===== config.mk =====
export PLATFORM = sky130hd
export DESIGN_NAME = mhe_result_fifo_flat
export DESIGN_NICKNAME = d
export VERILOG_FILES = /design/src/rtl/core/mhe_pkg.sv /design/src/rtl/core/mhe_rsp_if.sv /design/src/rtl/core/mhe_result_fifo.sv /design/src/flat_wrapper.sv
export SDC_FILE = /design/constraint.sdc
export NUM_CORES = 1
export LEC_CHECK = 0
export ABC_AREA = 0
export BUFFER_PORTS_ARGS = -buffer_cell sky130_fd_sc_hd__buf_2
export CORE_ASPECT_RATIO = 0.8
export CORE_UTILIZATION = 50
export DETAILED_ROUTE_END_ITERATION = 10
export GPL_TIMING_DRIVEN = 0
export PLACE_DENSITY = 0.73
export RECOVER_POWER = 50
export SETUP_SLACK_MARGIN = 0.4
export SLEW_MARGIN = 40
export SYNTH_ARGS = -nofsm -noshare
export SYNTH_HDL_FRONTEND = slang
export SYNTH_SLANG_ARGS = --single-unit
export TNS_END_PERCENT = 1

===== constraint.sdc =====
create_clock -name clk -period 5.3 [get_ports clk]
set_input_delay 0.795 -clock clk [delete_from_list [all_inputs] [get_ports clk]]
set_output_delay 0.795 -clock clk [all_outputs]
set_load 0.02 [all_outputs]

===== src/rtl/core/mhe_pkg.sv =====
// Package for the multiband histogram engine.
// Holds the action and register codes, payload widths and the result type.
// No dependencies.
`default_nettype none

package mhe_pkg;

	// Fixed field widths of the channels
	localparam int ACTION_W   = 2;
	localparam int SAMPLE_W   = 16;
	localparam int BAND_W     = 2;
	localparam int COUNT_W    = 32;
	localparam int LENGTH_W   = 17;
	localparam int CFG_IDX_W  = 2;
	localparam int CFG_DATA_W = 3;

	// Result queue
	localparam int FIFO_DEPTH = 3;
	localparam int FIFO_PTR_W = 2;

	// Histogram length reported for eight-bit samples
	localparam logic [LENGTH_W-1:0] NARROW_LENGTH = 17'd256;

	// band_choice code that selects every band
	localparam logic [CFG_DATA_W-1:0] CHOICE_ALL = 3'b111;

	typedef enum logic [ACTION_W-1:0] {
		ACT_COUNT = 2'd0,
		ACT_READ  = 2'd1,
		ACT_CLEAR = 2'd2
	} action_e;

	typedef enum logic [CFG_IDX_W-1:0] {
		REG_BAND_COUNT   = 2'd0,
		REG_BAND_CHOICE  = 2'd1,
		REG_WIDE_SAMPLES = 2'd2
	} reg_idx_e;

	typedef struct packed {
		logic [COUNT_W-1:0]  bin_count;
		logic [LENGTH_W-1:0] hist_length;
		logic                beyond_length;
	} result_t;

	// Result handed from the pipeline to the result queue
	typedef struct packed {
		logic    vld;
		result_t data;
	} push_t;

endpackage

`default_nettype wire


===== src/rtl/core/mhe_rsp_if.sv =====
// Response channel carrying read results of the multiband histogram engine.
// Depends on mhe_pkg for the field widths.
`default_nettype none

interface mhe_rsp_if;
	logic                           valid;
	logic                           ready;
	logic [mhe_pkg::COUNT_W-1:0]    bin_count;
	logic [mhe_pkg::LENGTH_W-1:0]   hist_length;
	logic                           beyond_length;

	modport source (output valid, output bin_count, output hist_length,
		output beyond_length, input ready);
	modport sink   (input valid, input bin_count, input hist_length,
		input beyond_length, output ready);
endinterface

`default_nettype wire


===== src/rtl/core/mhe_result_fifo.sv =====
// Three-entry result queue that decouples read results from the response channel.
// Depends on mhe_pkg and mhe_rsp_if.
`default_nettype none

module mhe_result_fifo (
	input  wire                          clk,
	input  wire                          arst_n,
	input  mhe_pkg::push_t               push,
	output logic [mhe_pkg::FIFO_PTR_W-1:0] level,
	mhe_rsp_if.source                    rsp
);

	mhe_pkg::result_t                entry_q [mhe_pkg::FIFO_DEPTH];
	logic [mhe_pkg::FIFO_PTR_W-1:0]  wr_ptr_q;
	logic [mhe_pkg::FIFO_PTR_W-1:0]  rd_ptr_q;
	logic [mhe_pkg::FIFO_PTR_W-1:0]  level_q;
	logic                            pop;
	mhe_pkg::result_t                head;

	assign pop   = rsp.valid && rsp.ready;
	assign level = level_q;
	assign head  = entry_q[rd_ptr_q];

	// Head of queue drives the channel
	assign rsp.valid         = (level_q != '0);
	assign rsp.bin_count     = head.bin_count;
	assign rsp.hist_length   = head.hist_length;
	assign rsp.beyond_length = head.beyond_length;

	// Entry storage
	always_ff @(posedge clk) begin
		if (push.vld) begin
			entry_q[wr_ptr_q] <= push.data;
		end
	end

	// Pointers and fill level
	always_ff @(posedge clk or negedge arst_n) begin
		if (!arst_n) begin
			wr_ptr_q <= '0;
			rd_ptr_q <= '0;
			level_q  <= '0;
		end else begin
			if (push.vld) begin
				wr_ptr_q <= (wr_ptr_q == mhe_pkg::FIFO_PTR_W'(mhe_pkg::FIFO_DEPTH - 1)) ?
					'0 : wr_ptr_q + 1'b1;
			end
			if (pop) begin
				rd_ptr_q <= (rd_ptr_q == mhe_pkg::FIFO_PTR_W'(mhe_pkg::FIFO_DEPTH - 1)) ?
					'0 : rd_ptr_q + 1'b1;
			end
			if (push.vld && !pop) begin
				level_q <= level_q + 1'b1;
			end else if (pop && !push.vld) begin
				level_q <= level_q - 1'b1;
			end
		end
	end

endmodule

`default_nettype wire


===== src/flat_wrapper.sv =====
// flat-port wrapper written by rule: the top's interface ports become plain ports
module mhe_result_fifo_flat 
  (clk, arst_n, push, level, rsp_valid, rsp_bin_count, rsp_hist_length, rsp_beyond_length, rsp_ready);
  mhe_rsp_if rsp_i ();
  input  wire clk;
  input  wire arst_n;
  input  mhe_pkg::push_t push;
  output logic [mhe_pkg::FIFO_PTR_W-1:0] level;
  output wire logic [$bits(rsp_i.valid)-1:0] rsp_valid;
  output wire logic [$bits(rsp_i.bin_count)-1:0] rsp_bin_count;
  output wire logic [$bits(rsp_i.hist_length)-1:0] rsp_hist_length;
  output wire logic [$bits(rsp_i.beyond_length)-1:0] rsp_beyond_length;
  input wire logic [$bits(rsp_i.ready)-1:0] rsp_ready;
  assign rsp_valid = rsp_i.valid;
  assign rsp_bin_count = rsp_i.bin_count;
  assign rsp_hist_length = rsp_i.hist_length;
  assign rsp_beyond_length = rsp_i.beyond_length;
  assign rsp_i.ready = rsp_ready;
  mhe_result_fifo u_core (.clk(clk), .arst_n(arst_n), .push(push), .level(level), .rsp(rsp_i));
endmodule

Yosys cells after proc, flatten, opt, wreduce, memory -nomap -nowiden. Memories as Yosys holds them, arrays and structs flattened. Cells that the tools add are included.

$add $sub $neg: 4. Eq/ne operators: 2. Muxes and demuxes: 6. Reduce and logical (&&, ||, !) cells: 7.

Operator list (count): 2-bit two-way mux (4); 2-bit by 1-bit adder with 2-bit output, second input constant (3); 2-bit == test, second input constant (2); 2-bit nonzero test (2); 1-bit logical AND (3); 1-bit zero test (2); 1-bit two-way mux (2); 2-bit by 1-bit subtractor with 2-bit output, second input constant (1).

Register bits after elaboration: 6. Memory bits (writable): 150. Input bits: 54. Output and inout bits: 53. Logic and storage cells: 23. Memories kept: 1.

Memory list: u_core.entry_q (words 3, width 50, read ports 1, clocked after Yosys merged registers in 0, wr ports 1, RTL line mhe_result_fifo.sv:13) `mhe_pkg::result_t entry_q [mhe_pkg::FIFO_DEPTH];`.

Logic depth before layout (Yosys ltp). Gate-level depths: netlist of the first run.

Word-level depth: 5. Gate-level depth with buffers: 5.

Least setup slack after synthesis of the first run. No wires, ideal clock.

Kind: input port to flip-flop. Start: input port push[50] in the netlist's numbering. End: memory u_core.entry_q[2][0] in the netlist's numbering (enable). Setup time: 0.530 ns. Arrival: 4.524 ns. Required time: 4.770 ns. Setup slack: 0.246 ns. Stages on the path: 2. Path buffers: 0. Cells stage by stage: inv_1 nor3b_1.

Word-level cells in the longest chain between the ends: 2.

Ends and longest elaborated chain: start: declaration (RTL line flat_wrapper.sv:7) `input mhe_pkg::push_t push;`; 1-bit two-way mux (RTL line mhe_result_fifo.sv:32) `if (push.vld) begin`; 1-bit two-way mux (not written as such) (RTL line mhe_result_fifo.sv:33) `entry_q[wr_ptr_q] <= push.data;`; end: declaration (RTL line mhe_result_fifo.sv:13).

Every way passes these cells.

Worst setup path after layout of the first run.
Start: register u_core.rd_ptr_q[1] in the netlist's numbering. End: output port rsp_hist_length[10].

Word-level cells in the longest chain between the ends: 1.

Ends and longest elaborated chain: start: declaration (RTL line mhe_result_fifo.sv:15) `logic [mhe_pkg::FIFO_PTR_W-1:0] rd_ptr_q;`; start signal: assignment (RTL line mhe_result_fifo.sv:49) `rd_ptr_q <= (rd_ptr_q == mhe_pkg::FIFO_PTR_W'(mhe_pkg::FIFO_DEPTH - 1)) ?`; memory read 3 x 50 bit; end: declaration (RTL line flat_wrapper.sv:11) `output wire logic [$bits(rsp_i.hist_length)-1:0] rsp_hist_length;`.

Every way passes these cells.

==> results of run 1 <==
-- report_power, final --
group / switching, mW / total, mW / internal, mW
clock network: 0.452 / 1.33 / 0.879
registers: 0.0598 / 1.64 / 1.59
logic: 0.978 / 1.52 / 0.539
-- worst max-delay path: cells and delay by family, from the launching register on --
kind | cells | cell delay, ps
simple gates | 1 | 90
buf+inv | 3 | 700
flops | 1 | 390
compound gates | 1 | 120
-- through the flow --
stage | hold slack (ps) | power, mW | TNS [ps] | utilization
floorplan | 486 | 2.67 | 0 | -
CTS | 176 | 4.56 | 0 | 0.667
global route | 262 | 4.71 | 0 | 0.658
detailed placement | 524 | 3.22 | 0 | 0.608
finish | 238 | 4.49 | 0 | 0.658
global placement | 497 | 3.14 | -100720 | 0.589
-- how the worst max path moves through the flow --
stage	startpoint	end	slack, ps	depth (start not counted)
after detailed placement	push[50]	u_core.entry_q[0][35]	2890	6
after floorplan	push[50]	u_core.entry_q[0][0]	460	2
after CTS	u_core.rd_ptr_q[1]	rsp_hist_length[10]	2730	5
final	u_core.rd_ptr_q[1]	rsp_hist_length[10]	2780	5
after global routing	u_core.rd_ptr_q[1]	rsp_hist_length[10]	2640	5
after global placement	push[50]	u_core.entry_q[0][35]	-1990	3
-- cells in the mapped netlist (all sizes together) --
master,n,area [sq um]
nor2,2,7.51
o21ai,52,264
nor3b,1,7.51
dfrtp,6,150
nor3,2,10.0
nand2b,1,6.26
buf,14,126
or2,1,6.26
ha,1,12.5
nand2,52,195
clkbuf,3,11.3
mux2i,50,500
xnor2,1,8.76
inv,1,3.75
xor2,2,17.5
edfxtp,150,4500
a21o,3,22.5
-- sequential cells by signal, summed over array words and instances (netlist names) --
signal	flops
u_core.wr_ptr_q	2
u_core.entry_q	150
u_core.level	2
u_core.rd_ptr_q	2
-- cells in the final DEF, fill, tap and decap left out, types with 2 or more instances in the layout --
master and n:
a21o_1 3, buf_16 2, buf_2 64, buf_4 6, buf_6 4, buf_8 7
bufinv_16 6, clkbuf_1 59, clkbuf_16 17, clkinv_1 2, clkinv_2 3, dfrtp_1 6
edfxtp_1 150, mux2i_1 50, nand2_1 52, nor2_1 2, nor3_1 2, o21ai_0 4
o21ai_1 48, xor2_1 2
-- layer usage --
layer / vias to the layer above / global-route usage / wire [um]
li1: 1580 / - / -
met1: 1600 / 0.237 / 4660
met2: 104 / 0.325 / 5510
met3: 16 / 0.0787 / 806
met4: 0 / 0.0714 / 106
met5: - / 0 / 0
-- final cells by class --
type	count	share of cell area
Timing Repair Buffer	123	0.0882
Clock inverter	13	0.0300
Buffer	17	0.0188
Clock buffer	19	0.0591
Sequential cell	156	0.635
Tap cell	144	0.0246
Inverter	1	0.000512
Multi-Input combinational cell	168	0.144
-- kinds of logic (layout without fill, tap and decap cells) --
family,Yosys count,in the layout,share of synthesized area
xor+xnor,3,3,0.00449
buf+inv,18,173,0.0241
compound gates,55,55,0.0489
flops,156,156,0.795
fa+ha+maj,1,1,0.00214
mux,50,50,0.0855
simple gates,59,59,0.0398
==> results.json, run 1 <==
{
  "drt_iter0_drc": 178,
  "dp.final_hpwl_um": 7540,
  "worstSetupStartpointType": "register",
  "power_leakage_nw": 2.69,
  "ys_seq_elements": 156,
  "drc": 0,
  "yosysSeqAreaShare": 0.795,
  "worstRegToRegCells": 4,
  "stdcell_count": 641,
  "synth_cell_types": 21,
  "tightest_slew_ps": 1340,
  "cts_tree": "yes",
  "drv_cap": 0,
  "postSynthAreaPerCell_sq_um": 17.1,
  "place_area_sq_um": 6780,
  "vdd_drop_max_mv": 0.335,
  "grt_pass1_vias": 3461,
  "timing.final.ws_setup_ps": 2780,
  "arrival_ps": 1730,
  "htree_levels": 4,
  "final_nets": 539,
  "yosysWarnings": 0,
  "gp_routability_congestion": 0.718,
  "ff2ff_setup_slack_ps": 3140,
  "start_util": 0.525,
  "num_io_pins": 107,
  "p_per_area_nw_per_um2": 613,
  "wirelength_um": 11100,
  "post_cts_buffers": 0,
  "crit_path_max_fanout": 10,
  "clk_latency_ps": 410,
  "vias": 3300,
  "grt_max_degree": 18,
  "die_h_um": 98.8,
  "wl_per_cell_um": 17.3,
  "hold_buffers": 0,
  "drt.antenna.violating_nets": 0,
  "drive_above_1_share": 0.225,
  "fmax_ghz": 0.397,
  "dr.pass1.iters": 4,
  "routed_via_density": 5.15,
  "reg2reg_from": "u_core.wr_ptr_q[0]",
  "r2r-end": "u_core.entry_q[1][36]",
  "crit_path_top_delay_cell": "dfrtp_1",
  "status": "finished clean",
  "area_growth_pct": 25.2,
  "clk_path_buf_depth": 2,
  "grt.total_usage": 0.198,
  "antenna_found_initial": 0,
  "multiInputGateArea_sq_um": 1050,
  "die-area_sq_um": 12100,
  "layout_worst_path_cycle_share": 0.476,
  "synth_cells": 342,
  "path_class": "register to output pin",
  "netlist_area_sq_um": 5850,
  "die_w_um": 123,
  "holdCritPathClass": "primary input to asynchronous set/reset pin",
  "end_kind": "output pin",
  "finalClockSkew_ps": 4.85,
  "cpMostUsedCell": "buf_2",
  "grt_pass1_wl_um": 17300,
  "slowest_delay_ps": 390,
  "n_antenna_cell": 0,
  "rsz0062_at_grt": "false",
  "ff_latch_area_sq_um": 4650,
  "cts_resized": 0,
  "drv_slew": 0,
  "setup_viol": 0,
  "rows": 34,
  "port_buffers": 106,
  "slew_headroom": 0.106,
  "syn_nets": 397,
  "num-fill-cells": 806,
  "cts.sinks": 156,
  "crit_required_ps": 4510,
  "path_cells": "buf_2 -> buf_2 -> nand2_1 -> o21ai_1 -> buf_2",
  "path_clk_slew_ps": 60,
  "design_area_sq_um": 7330,
  "finalHoldViolCount": 0,
  "gr-total-overflow": 0,
  "core_area_sq_um": 11100,
  "place_inst": 609,
  "dpl_worst_slack_ps": 2890,
  "period_minus_slack_ps": 2520,
  "cts_root_buf": "clkbuf_16",
  "numCtsBuffers": 17
}
No activity file was read; power rests on OpenSTA's default activity.
==> run 2, diff against run 1 <==
PLACE_DENSITY = 0.76   (was 0.73)
clock period = 2.1 ns   (was 5.3 ns; I/O delays follow)
==> run 2 against run 1 <==
Core utilization is 0.54 points higher. Via count is 1.2% lower. Wire length is 1.8% lower. Sequential share of layout area is 0.48 points lower. Critical path depth stayed put. Register-to-register slack worse by 2900 ps. Clock power is 130% higher. Hold slack worse by 140 ps. Largest cell class unchanged.
==> results.json, run 2 (same netlist as run 1, synthesis figures left out) <==
{
  "gp_routability_congestion": 0.703,
  "finalClockSkew_ps": 8.05,
  "core_area_sq_um": 11100,
  "drc": 0,
  "clk_path_buf_depth": 2,
  "area_growth_pct": 26.2,
  "drv_slew": 0,
  "place_area_sq_um": 6770,
  "routed_via_density": 5.11,
  "n_antenna_cell": 0,
  "worstSetupStartpointType": "register",
  "wirelength_um": 10900,
  "end_kind": "output pin",
  "clk_latency_ps": 420,
  "die_w_um": 123,
  "path_class": "register to output pin",
  "die_h_um": 98.8,
  "die-area_sq_um": 12100,
  "wl_per_cell_um": 17.1,
  "largest_reg_flops": 150,
  "antenna_found_initial": 0,
  "post_cts_buffers": 0,
  "cts.sinks": 156,
  "cts_root_buf": "clkbuf_16",
  "path_clk_slew_ps": 60,
  "vias": 3260,
  "drv_cap": 0,
  "arrival_ps": 1600,
  "drive_above_1_share": 0.249,
  "dr.pass1.iters": 4,
  "rsz0062_at_grt": "true",
  "drt.antenna.violating_nets": 0,
  "layout_worst_path_cycle_share": 0.913,
  "drt_iter0_drc": 201,
  "place_inst": 605,
  "grt_pass1_vias": 3360,
  "fmax_ghz": 0.521,
  "start_util": 0.525,
  "layout_commonest_cell": "edfxtp_1",
  "p_per_area_nw_per_um2": 1520,
  "vdd_drop_max_mv": 0.843,
  "crit_required_ps": 1780,
  "holdCritPathClass": "primary input to register",
  "rows": 34,
  "status": "finished clean",
  "grt.total_usage": 0.196,
  "finalHoldViolCount": 0,
  "dp.final_hpwl_um": 7390,
  "grt_pass1_wl_um": 17000,
  "setup_viol": 0,
  "period_minus_slack_ps": 1920,
  "numCtsBuffers": 17,
  "port_buffers": 106,
  "grt_max_degree": 18,
  "num_io_pins": 107,
  "htree_levels": 4,
  "design_area_sq_um": 7390,
  "crit_path_max_fanout": 10,
  "total_power_mw": 11.2,
  "slew_headroom": 0.491,
  "cts_tree": "yes",
  "stdcell_count": 638,
  "power_leakage_nw": 2.67,
  "final_cell_mix": "150 x edfxtp_1, 54 x clkbuf_1, 52 x nand2_1",
  "final_nets": 536,
  "gr-total-overflow": 0,
  "regMostFlops": "u_core.entry_q",
  "tightest_slew_ps": 759
}
run 2: what timing repair did:
action,CTS,global route
endpoints found under the hold margin,6,0
endpoints found under the setup margin,50,90
hold buffers,1,0
resized for setup,27,7
run 2: per-stage QoR:
step / setup slack [ps] / hold WS, ps / TNS, ps / utilization
after floorplan: -81.1 / 19.4 / -6080 / -
after global placement: -1030 / 140 / -96400 / 0.592
after detailed placement: 305 / 144 / 0 / 0.607
after CTS: 186 / 78.0 / 0 / 0.667
after global routing: 110 / 74.1 / 0 / 0.663
final: 182 / 94.1 / 0 / 0.663
run 2: final timing paths:
path                                     from                     to  slack [ps]  depth (start not counted)
hold reg to reg               u_core.level[1]        u_core.level[1]         520                          1
max in group asynchronous              arst_n     u_core.rd_ptr_q[1]        1510                          2
setup reg to reg           u_core.wr_ptr_q[1]  u_core.entry_q[0][11]         280                          3
min in group asynchronous              arst_n     u_core.wr_ptr_q[0]         320                          2
hold / removal                       push[44]  u_core.entry_q[2][44]          90                          1
setup / recovery           u_core.rd_ptr_q[0]      rsp_bin_count[27]         180                          5
run 2: where the power goes:
part	total, mW	internal (mW)	switching (mW)
clock	3.00	1.86	1.14
sequential	4.18	4.00	0.176
combinational	4.05	1.57	2.47
total	11.2	7.44	3.79
run 2: critical path, cell delays in order (launching register included):
cell,delay (ps)
dfrtp_1,400
buf_12,160
buf_12,150
mux2i_1,110
o21ai_1,190
buf_4,180
run 2: area by class of cell:
| cell class | count | area [sq um] |
|---|---|---|
| buffer | 17 | 196 |
| clock buffer | 20 | 437 |
| clock inverter | 12 | 146 |
| fill | 821 | 3750 |
| inverter | 1 | 3.75 |
| multi-input combinational | 168 | 1100 |
| sequential | 156 | 4660 |
| tap | 144 | 180 |
| timing repair buffer | 120 | 669 |
run 2: per-layer routing:
| metal | share of wire | vias up | global-route usage |
|---|---|---|---|
| met5 | 0 | - | 0 |
| met4 | 0.0097 | 0 | 0.0741 |
| met3 | 0.077 | 11 | 0.0775 |
| met2 | 0.53 | 114 | 0.336 |
| met1 | 0.39 | 1567 | 0.219 |
| li1 | - | 1568 | - |
